### config.mk
export PLATFORM = sky130hd
export DESIGN_NAME = mbet_cfg
export DESIGN_NICKNAME = d
export VERILOG_FILES = /design/src/hw/rtl/mbet_pkg.sv /design/src/hw/rtl/mbet_cfg.sv
export SDC_FILE = /design/constraint.sdc
export NUM_CORES = 1
export LEC_CHECK = 0
export ABC_AREA = 1
export BUFFER_PORTS_ARGS = -buffer_cell sky130_fd_sc_hd__buf_2
export CORE_UTILIZATION = 45
export DETAILED_ROUTE_END_ITERATION = 6
export PLACE_DENSITY = 0.73
export SLEW_MARGIN = 20
export SYNTH_ARGS = -nofsm -noshare
export SYNTH_HDL_FRONTEND = slang
export SYNTH_SLANG_ARGS = --single-unit
### constraint.sdc
create_clock -name clk -period 0.8 [get_ports clk]
set_input_delay 0.16 -clock clk [delete_from_list [all_inputs] [get_ports clk]]
set_output_delay 0.16 -clock clk [all_outputs]
set_load 0.05 [all_outputs]
### src/hw/rtl/mbet_pkg.sv
`default_nettype none

package mbet_pkg;

    localparam int FRAC_BITS   = 28;
    localparam int WORD_W      = FRAC_BITS + 4;
    localparam int PROD_W      = 2 * WORD_W;
    localparam int COORD_WIDTH = 12;
    localparam int COUNT_WIDTH = 16;
    localparam int SIZE_W      = 13;
    localparam int STEP_W      = 31;
    localparam int DIFF_W      = SIZE_W + 2;
    localparam int ADDR_W      = 24;
    localparam int LEVEL_W     = 8;
    localparam int CFG_IDX_W   = 3;
    localparam int CFG_DATA_W  = 32;

    typedef logic signed [WORD_W-1:0] word_t;

    localparam word_t QMAX = {1'b0, {(WORD_W-1){1'b1}}};
    localparam word_t QMIN = {1'b1, {(WORD_W-1){1'b0}}};
    localparam word_t FOUR = word_t'(64'd4 << FRAC_BITS);

    localparam logic [LEVEL_W-1:0] LEVEL_ESC    = 8'd255;
    localparam logic [LEVEL_W-1:0] LEVEL_INSIDE = 8'd0;

    localparam logic [STEP_W-1:0]      STEP_RESET   = 31'd1048576;
    localparam logic [SIZE_W-1:0]      WIDTH_RESET  = 13'd640;
    localparam logic [SIZE_W-1:0]      HEIGHT_RESET = 13'd480;
    localparam logic [COUNT_WIDTH-1:0] MAXIT_RESET  = 16'd256;

    typedef enum logic [CFG_IDX_W-1:0] {
        REG_CENTER_RE    = 3'd0,
        REG_CENTER_IM    = 3'd1,
        REG_PIXEL_STEP   = 3'd2,
        REG_IMAGE_WIDTH  = 3'd3,
        REG_IMAGE_HEIGHT = 3'd4,
        REG_MAX_ITER     = 3'd5
    } reg_index_t;

    typedef struct packed {
        word_t                   center_re;
        word_t                   center_im;
        logic [STEP_W-1:0]       pixel_step;
        logic [SIZE_W-1:0]       image_width;
        logic [SIZE_W-1:0]       image_height;
        logic [COUNT_WIDTH-1:0]  max_iterations;
    } cfg_t;

    typedef struct packed {
        logic load_in;
        logic map_mul;
        logic map_add;
        logic iter_mul;
        logic iter_upd;
        logic load_out;
    } cmd_t;

    typedef struct packed {
        logic iter_done;
    } status_t;

endpackage

`default_nettype wire

### src/hw/rtl/mbet_cfg.sv
`default_nettype none

module mbet_cfg
    import mbet_pkg::*;
(
    input  wire logic                  clk,
    input  wire logic                  rst_n,
    input  wire logic                  cfg_we,
    input  wire logic [CFG_IDX_W-1:0]  cfg_index,
    input  wire logic [CFG_DATA_W-1:0] cfg_data,
    output cfg_t                       cfg
);

    cfg_t cfg_reg;
    cfg_t cfg_next;

    always_comb
    begin
        cfg_next = cfg_reg;
        if (cfg_we)
        begin
            case (reg_index_t'(cfg_index))
                REG_CENTER_RE:    cfg_next.center_re      = word_t'(cfg_data);
                REG_CENTER_IM:    cfg_next.center_im      = word_t'(cfg_data);
                REG_PIXEL_STEP:   cfg_next.pixel_step     = cfg_data[STEP_W-1:0];
                REG_IMAGE_WIDTH:  cfg_next.image_width    = cfg_data[SIZE_W-1:0];
                REG_IMAGE_HEIGHT: cfg_next.image_height   = cfg_data[SIZE_W-1:0];
                REG_MAX_ITER:     cfg_next.max_iterations = cfg_data[COUNT_WIDTH-1:0];
                default:          cfg_next = cfg_reg;
            endcase
        end
    end

    always_ff @(posedge clk or negedge rst_n)
    begin
        if (!rst_n)
        begin
            cfg_reg.center_re      <= '0;
            cfg_reg.center_im      <= '0;
            cfg_reg.pixel_step     <= STEP_RESET;
            cfg_reg.image_width    <= WIDTH_RESET;
            cfg_reg.image_height   <= HEIGHT_RESET;
            cfg_reg.max_iterations <= MAXIT_RESET;
        end
        else
        begin
            cfg_reg <= cfg_next;
        end
    end

    assign cfg = cfg_reg;

endmodule

`default_nettype wire

==> impl_metrics.env <==
export IMPL_hold_viol=0
export IMPL_cp_top_family="flip-flops"
export IMPL_die_x_um=112
export IMPL_cts_root_buf="clkbuf_16"
export IMPL_first_pass_iters=7
export IMPL_power_leakage_nw=4.70
export IMPL_core_area_mm2=0.0116
export IMPL_htree_num_levels=4
export IMPL_holdWs_ns=0.0153
export IMPL_slew_limit_headroom_pct=78.9
export IMPL_drv_slew=0
export IMPL_violations="DRC, setup timing"
export IMPL_n_antenna_cell=0
export IMPL_path_clk_slew_ns=0.06
export IMPL_dp_hpwl_mm=10.9
export IMPL_cp_arrival_ns=1.13
export IMPL_dieArea_mm2=0.0124
export IMPL_required_ns=0.64
export IMPL_cts_tree="done"
export IMPL_post_route_util_pct=77.5
export IMPL_largest_reg_flops=137
export IMPL_drtAntennaViolNets=0
export IMPL_max_freq_mhz=778
export IMPL_syn_num_nets=644
export IMPL_status="finished, violations left"
export IMPL_synth_seq_cells=137
export IMPL_drive_gt1_share_pct=44.4
export IMPL_grt_total_usage_pct=28.5
export IMPL_ios=175
export IMPL_synth_top_area_share_pct=59.8
export IMPL_power_density_mw_per_mm2=3230
export IMPL_ir_drop_v=0.00173
export IMPL_setup_ws_ns=-0.486
export IMPL_skew_ns=0
export IMPL_syn_avg_cell_area_um2=8.91
export IMPL_end_kind="output port"
export IMPL_yosysSeqAreaShare_pct=63.7
export IMPL_dp_cells=927
export IMPL_place_port_buffers=174
export IMPL_rsz0062_at_grt="yes"
export IMPL_ys_types=13
export IMPL_worst_slew_pin_slew_ns=0.316
export IMPL_max_cap_violations=0
export IMPL_cts_inserted_buffers=17
export IMPL_critical_path_max_stage_delay_ns=0.56
export IMPL_overflow=0
export IMPL_layout_commonest_cell="nand2_1"
export IMPL_criticalPathCategory="register to output port"
export IMPL_areaGrowthSynthToFinish_pct=66.1
export IMPL_netlist_area_mm2=0.00540
export IMPL_initial_core_util_pct=46.7
export IMPL_grt_pass1_vias=5284
export IMPL_synth_area_leader_cell="dfrtp_1"
export IMPL_gp_congestion=0.820
export IMPL_grt_first_pass_wirelength_mm=27.2
export IMPL_p_total_w=0.0290
export IMPL_cp_start_kind="register"
export IMPL_finalSetupViolCount=145
export IMPL_crit_path_top_delay_cell="dfstp_2"
export IMPL_viasPerCell=5.26
export IMPL_clock_path_buffers=2
export IMPL_drtIter0Drc=475
export IMPL_synth_area_leaders="dfrtp_1 60%, nand2_1 22%, nand3_1 10%"
export IMPL_timing_final_crit_period_ns=1.29
export IMPL_die_h_um=112
export IMPL_final_cell_mix="307 x nand2_1, 127 x buf_6, 108 x nand3_1"
export IMPL_fin_cells=1016
export IMPL_yosys_warnings=0
export IMPL_detail_route_wl_per_cell_um=17.3
export IMPL_nNetsFinal=898
export IMPL_grt_max_degree=37
export IMPL_crit_buf_inv=1
export IMPL_drc=11
export IMPL_rows=39
export IMPL_via_count=5340
export IMPL_worstPathMaxFanout=2
export IMPL_finalCritPeriodShare_pct=161
export IMPL_hp_class="input port to register"
export IMPL_insertion_delay_ns=0.42
export IMPL_cts_sinks=137
export IMPL_critical_path_cell_chain="buf_8"
export IMPL_syn_inst=606
export IMPL_routed_wl_mm=17.6
export IMPL_antenna_found_initial=0
path summary, 6_finish.rpt:
kind                                   start  cells past startpoint        to  slack [ns]
worst max-delay path                 cfg[22]                      1   cfg[22]       -0.49
worst min-delay path            cfg_data[16]                      3  cfg[121]        0.02
worst max register to register       cfg[28]                      4   cfg[28]       -0.10
worst min register to register       cfg[36]                      2   cfg[36]        0.47
max in group asynchronous              rst_n                      3   cfg[62]        0.18
min in group asynchronous              rst_n                      2  cfg[105]        0.13
per-layer routing:
metal  GRT usage [%]  part of all wire (%)
met5               0                     0
met4            8.83                   2.3
met3            10.9                   9.1
met2            47.9                    50
met1            34.1                    38
worst min-delay path, cell delays in order:
cell and delay, ns:
buf_2 0.12, nand3_1 0.07, nand2_1 0.05
kinds of logic (layout without fill, tap and decap cells):
kind of cell | Yosys count | count (layout) | share of synthesized area, %
buf+inv | 42 | 309 | 3.69
simple gates | 427 | 427 | 32.6
flops | 137 | 137 | 63.7
cells in the mapped netlist (all sizes together):
| cell type | count |
|---|---|
| nand2 | 313 |
| dfrtp | 129 |
| nand3 | 108 |
| buf | 29 |
| dfstp | 8 |
| clkbuf | 7 |
| inv | 6 |
| nor2 | 6 |
per-stage QoR:
stage | TNS [ns] | setup WS (ns) | instance area (um2)
global route | -53.41 | -0.522 | 8970
CTS | -49.66 | -0.501 | 8710
global placement | -35.65 | -0.311 | 6930
finish | -48.32 | -0.486 | 8970
detailed placement | -37.84 | -0.329 | 6930
floorplan | -4.15 | -0.0597 | 5580
final cells by class:
cell class | instances | area (um2)
Clock buffer | 17 | 425
Clock inverter | 15 | 225
Fill cell | 692 | 2600
Inverter | 6 | 27.5
Multi-Input combinational cell | 427 | 1780
Sequential cell | 137 | 3530
Tap cell | 143 | 179
Timing Repair Buffer | 271 | 2800
where the power goes:
group | leakage (nW) | switching, W | internal, W | total, W
Sequential | 1.62 | 0.00108 | 0.00842 | 0.00950
Combinational | 2.77 | 0.00686 | 0.00401 | 0.0109
Clock | 0.305 | 0.00309 | 0.00553 | 0.00863
what timing repair did:
item	4_1_cts	5_1_grt
buffers inserted	19	31
hold buffers	8	0
gates resized for setup	286	10
pin swaps	0	3
hold endpoints to repair	145	0
endpoints found under the setup margin	137	142
Note: power is estimated with default switching activity, not from simulation.
