<file path="src/hw/rtl/mbet_pkg.sv">
`default_nettype none

package mbet_pkg;

    localparam int FRAC_BITS   = 28;
    localparam int WORD_W      = FRAC_BITS + 4;
    localparam int PROD_W      = 2 * WORD_W;
    localparam int COORD_WIDTH = 12;
    localparam int COUNT_WIDTH = 16;
    localparam int SIZE_W      = 13;
    localparam int STEP_W      = 31;
    localparam int DIFF_W      = SIZE_W + 2;
    localparam int ADDR_W      = 24;
    localparam int LEVEL_W     = 8;
    localparam int CFG_IDX_W   = 3;
    localparam int CFG_DATA_W  = 32;

    typedef logic signed [WORD_W-1:0] word_t;

    localparam word_t QMAX = {1'b0, {(WORD_W-1){1'b1}}};
    localparam word_t QMIN = {1'b1, {(WORD_W-1){1'b0}}};
    localparam word_t FOUR = word_t'(64'd4 << FRAC_BITS);

    localparam logic [LEVEL_W-1:0] LEVEL_ESC    = 8'd255;
    localparam logic [LEVEL_W-1:0] LEVEL_INSIDE = 8'd0;

    localparam logic [STEP_W-1:0]      STEP_RESET   = 31'd1048576;
    localparam logic [SIZE_W-1:0]      WIDTH_RESET  = 13'd640;
    localparam logic [SIZE_W-1:0]      HEIGHT_RESET = 13'd480;
    localparam logic [COUNT_WIDTH-1:0] MAXIT_RESET  = 16'd256;

    typedef enum logic [CFG_IDX_W-1:0] {
        REG_CENTER_RE    = 3'd0,
        REG_CENTER_IM    = 3'd1,
        REG_PIXEL_STEP   = 3'd2,
        REG_IMAGE_WIDTH  = 3'd3,
        REG_IMAGE_HEIGHT = 3'd4,
        REG_MAX_ITER     = 3'd5
    } reg_index_t;

    typedef struct packed {
        word_t                   center_re;
        word_t                   center_im;
        logic [STEP_W-1:0]       pixel_step;
        logic [SIZE_W-1:0]       image_width;
        logic [SIZE_W-1:0]       image_height;
        logic [COUNT_WIDTH-1:0]  max_iterations;
    } cfg_t;

    typedef struct packed {
        logic load_in;
        logic map_mul;
        logic map_add;
        logic iter_mul;
        logic iter_upd;
        logic load_out;
    } cmd_t;

    typedef struct packed {
        logic iter_done;
    } status_t;

endpackage

`default_nettype wire

</file>
<file path="src/hw/rtl/mbet_ctrl.sv">
`default_nettype none

module mbet_ctrl
    import mbet_pkg::*;
(
    input  wire logic    clk,
    input  wire logic    rst_n,
    input  wire logic    in_valid,
    output logic         in_ready,
    output logic         out_valid,
    input  wire logic    out_ready,
    input  wire status_t status,
    output cmd_t         cmd
);

    typedef enum logic [5:0] {
        ST_IDLE     = 6'b000001,
        ST_MAP_MUL  = 6'b000010,
        ST_MAP_ADD  = 6'b000100,
        ST_ITER_MUL = 6'b001000,
        ST_ITER_UPD = 6'b010000,
        ST_FINISH   = 6'b100000
    } state_t;

    state_t state_reg;
    state_t state_next;
    logic   out_valid_reg;
    logic   out_valid_next;

    always_comb
    begin
        state_next = state_reg;
        cmd        = '0;
        case (state_reg)
            ST_IDLE:
            begin
                if (in_valid)
                begin
                    cmd.load_in = 1'b1;
                    state_next  = ST_MAP_MUL;
                end
            end
            ST_MAP_MUL:
            begin
                cmd.map_mul = 1'b1;
                state_next  = ST_MAP_ADD;
            end
            ST_MAP_ADD:
            begin
                cmd.map_add = 1'b1;
                state_next  = ST_ITER_MUL;
            end
            ST_ITER_MUL:
            begin
                cmd.iter_mul = 1'b1;
                state_next   = ST_ITER_UPD;
            end
            ST_ITER_UPD:
            begin
                cmd.iter_upd = 1'b1;
                state_next   = status.iter_done ? ST_FINISH : ST_ITER_MUL;
            end
            ST_FINISH:
            begin
                if (!out_valid_reg || out_ready)
                begin
                    cmd.load_out = 1'b1;
                    state_next   = ST_IDLE;
                end
            end
            default:
            begin
                state_next = ST_IDLE;
            end
        endcase
    end

    always_comb
    begin
        if (cmd.load_out)
        begin
            out_valid_next = 1'b1;
        end
        else if (out_ready)
        begin
            out_valid_next = 1'b0;
        end
        else
        begin
            out_valid_next = out_valid_reg;
        end
    end

    always_ff @(posedge clk or negedge rst_n)
    begin
        if (!rst_n)
        begin
            state_reg     <= ST_IDLE;
            out_valid_reg <= 1'b0;
        end
        else
        begin
            state_reg     <= state_next;
            out_valid_reg <= out_valid_next;
        end
    end

    assign in_ready  = (state_reg == ST_IDLE);
    assign out_valid = out_valid_reg;

endmodule

`default_nettype wire

</file>
<file path="config.mk">
export PLATFORM = sky130hd
export DESIGN_NAME = mbet_ctrl
export DESIGN_NICKNAME = d
export VERILOG_FILES = /design/src/hw/rtl/mbet_pkg.sv /design/src/hw/rtl/mbet_ctrl.sv
export SDC_FILE = /design/constraint.sdc
export NUM_CORES = 1
export LEC_CHECK = 0
export ABC_AREA = 1
export BUFFER_PORTS_ARGS = -buffer_cell sky130_fd_sc_hd__buf_2
export CAP_MARGIN = 20
export CORE_AREA = 2 2 39 41
export DETAILED_ROUTE_END_ITERATION = 7
export DIE_AREA = 0 0 41 43
export PLACE_DENSITY_LB_ADDON = 0.1
export SYNTH_ARGS = -nofsm -noshare
export SYNTH_HDL_FRONTEND = slang
export SYNTH_SLANG_ARGS = --single-unit
export TNS_END_PERCENT = 50
</file>
<file path="constraint.sdc">
create_clock -name clk -period 1.7 [get_ports clk]
set_clock_uncertainty 0.15 [all_clocks]
set_input_delay 0.17 -clock clk [delete_from_list [all_inputs] [get_ports clk]]
set_output_delay 0.17 -clock clk [all_outputs]
set_load 0.02 [all_outputs]
</file>
==> flow_metrics.py <==
metrics = {
    "outcome": {
        "status": "finished, final reports clean",
    },
    "place": {
        "dp.final_hpwl_um": 632,
        "dpl_worst_slack_ns": 0.217,
        "placedCellCount": 82,
        "place_congestion": 0.690,
        "port_buffers": 12,
    },
    "synthesis": {
        "synth_fp_nets": 60,
        "yosysSeqAreaShare_pct": 41.6,
        "netlist.area_leader.share_pct": 35.4,
        "netlist_area_um2": 424,
        "syn_avg_cell_area_um2": 7.71,
        "synth_top_area_cell": "dfrtp_1",
        "synth_cells": 55,
        "yosys_warnings": 0,
        "ys_types": 14,
        "yosys-top-cells-area": "dfrtp_1 (35%), inv_1 (13%), nor2_4 (11%), dfstp_2 (6.2%), nor2_1 (6.2%)",
        "ys_ff_latch": 7,
    },
    "sta": {
        "max_slew_margin_pct": 86.3,
        "worst_slew_pin_slew_ns": 0.206,
        "clock.fmax_mhz": 591,
        "rsz0062_at_grt": "yes",
        "hold_viol": 0,
        "fin_tns_setup_ns": 0,
        "setup_viol": 0,
        "fin_crit_ns": 1.69,
        "final.setup.worst_slack_ns": 0.00849,
        "final-max-slew-violation-count": 0,
        "hold_ws_ns": 0.0997,
        "finalCritPeriodShare_pct": 99.5,
    },
    "drt": {
        "ant_nets": 0,
        "firstDrtPassIters": 2,
        "wl_per_cell_um": 9.38,
        "dr.first_iter.drc_count": 3,
        "drt-total-wl_um": 854,
        "num_vias": 390,
        "vias_per_cell": 4.29,
        "route.detailed.drc": 0,
    },
    "power": {
        "finalPower_uw": 937,
        "switchingPower_uw": 409,
        "pwr-share-clk_pct": 15.9,
        "power_frac_comb_pct": 55.3,
        "powerDensity_nw_per_um2": 1550,
        "p_leak_uw": 0.000370,
        "switching_share_pct": 43.7,
        "ir_worst_vdd_mv": 0.975,
        "p_int_uw": 528,
        "p_seq_share_pct": 28.8,
    },
    "floorplan": {
        "start_util_pct": 30.7,
        "die_area_um2": 1760,
        "io_pins": 13,
        "core-area_um2": 1380,
        "die_w_um": 41,
        "die_height_um": 43,
        "row_count": 14,
    },
    "layout": {
        "antennaDiodeCount": 0,
        "finish.net_count": 81,
        "layout_commonest_cell": "inv_1",
        "layout.cells.non_filler": 91,
        "layout-drive-gt1-share_pct": 44.0,
        "largest_reg_flops": 6,
        "area_growth_pct": 42.8,
        "fillers": 148,
        "final_cell_mix": "inv_1 (13), buf_2 (11), nor2_1 (7)",
    },
    "critical_path": {
        "setup.worst_path.end_class": "output pin",
        "worst-path-max-fanout": 4,
        "cp.required_ns": 1.38,
        "cp.arrival_ns": 1.37,
        "worstSetupPathType": "reg -> out",
        "start_kind": "flop",
    },
    "clock_network": {
        "cts_tree": "done",
        "cts_buffer_depth": 2,
        "root_buffer": "clkbuf_4",
        "cts_buffers": 3,
        "path_clk_slew_ns": 0.05,
        "clk_latency_ns": 0.25,
        "cts_sinks": 7,
        "htreeDepth": 1,
    },
    "job": {
        "max_cap_viol_count": 0,
    },
    "global_routing": {
        "grt_max_degree": 8,
        "grt_pass1_vias": 370,
        "grt_busiest_layer": "met2",
        "grtUsageTotal_pct": 13.0,
        "met3_usage_pct": 1.57,
        "grt_util_met2_pct": 20.0,
        "grt.overflow.total": 0,
        "grt_util_met1_pct": 15.4,
        "antenna_found_initial": 0,
        "grt_pass1_wl_um": 1500,
    },
    "worst_hold_path": {
        "hp-class": "in -> reg",
    },
}
-- final timing paths --
check	slack [ns]	start	end	depth (start not counted)
worst max register to register	0.20	state_reg[0]	state_reg[0]	9
worst min-delay path	0.1	out_ready	out_valid	3
min in group asynchronous	0.14	rst_n	state_reg[2]	2
worst min register to register	0.51	out_valid	out_valid	3
max in group asynchronous	1.03	rst_n	state_reg[0]	2
worst max-delay path	0.008	state_reg[0]	cmd[5]	6
-- final cells by class --
cell class | instances | area, um^2 | share of cell area, %
clock buffers | 4 | 26.3 | 4.34
inverters | 16 | 60.1 | 9.92
multi-input cells | 31 | 210 | 34.7
flip-flops and latches | 7 | 176 | 29.1
well taps | 16 | 20.0 | 3.31
repair buffers | 17 | 113 | 18.6
-- metrics by stage --
step	area [um^2]	util [%]
after floorplan	424	-
after global placement	497	35.9
after detailed placement	497	35.9
after CTS	561	40.5
after global routing	606	43.8
final	606	43.8
-- worst max-delay path: stages (launching register included) --
cell     delay, ns
dfstp_2       0.57
inv_2         0.05
nor2_4        0.09
nand3_4       0.10
nor2_4        0.11
nor3_2        0.05
buf_2         0.15
-- cells in the mapped netlist --
cell and n:
buf_4 1, dfrtp_1 6, dfstp_2 1, inv_1 15, inv_2 1, nand2_1 5
nand3_1 5, nand3_2 2, nor2_1 7, nor2_2 3, nor2_4 4, nor3_1 2
o21ai_0 2, or2_2 1
-- power groups by stage --
stage	clock network [uW]	logic, uW	registers (uW)
global route	173	568	273
global placement	0	376	258
CTS	155	424	258
finish	149	519	270
floorplan	0	281	253
detailed placement	0	369	258
-- metal layers --
| metal | share of wire, % | up-vias |
|---|---|---|
| met3 | 2.0 | 0 |
| met4 | 0 | 0 |
| met5 | 0 | - |
| met1 | 41 | 183 |
| li1 | - | 203 |
| met2 | 57 | 4 |
-- what timing repair did --
item	CTS	global route
endpoints found under the setup margin	1	4
hold buffers	2	0
gates resized for setup	2	8
endpoints found under the hold margin	9	0
setup buffers	2	1
pin swaps	2	1
-- kinds of logic (layout without fill, tap and decap cells) --
| group | after synthesis | in the layout | share of synthesized area [%] |
|---|---|---|---|
| AOI/OAI and AO/OA | 2 | 2 | 2.36 |
| buffers and inverters | 17 | 37 | 15.9 |
| and+or+nand+nor | 29 | 29 | 40.1 |
| DFF | 7 | 7 | 41.6 |
(Power assumes the default switching activity.)
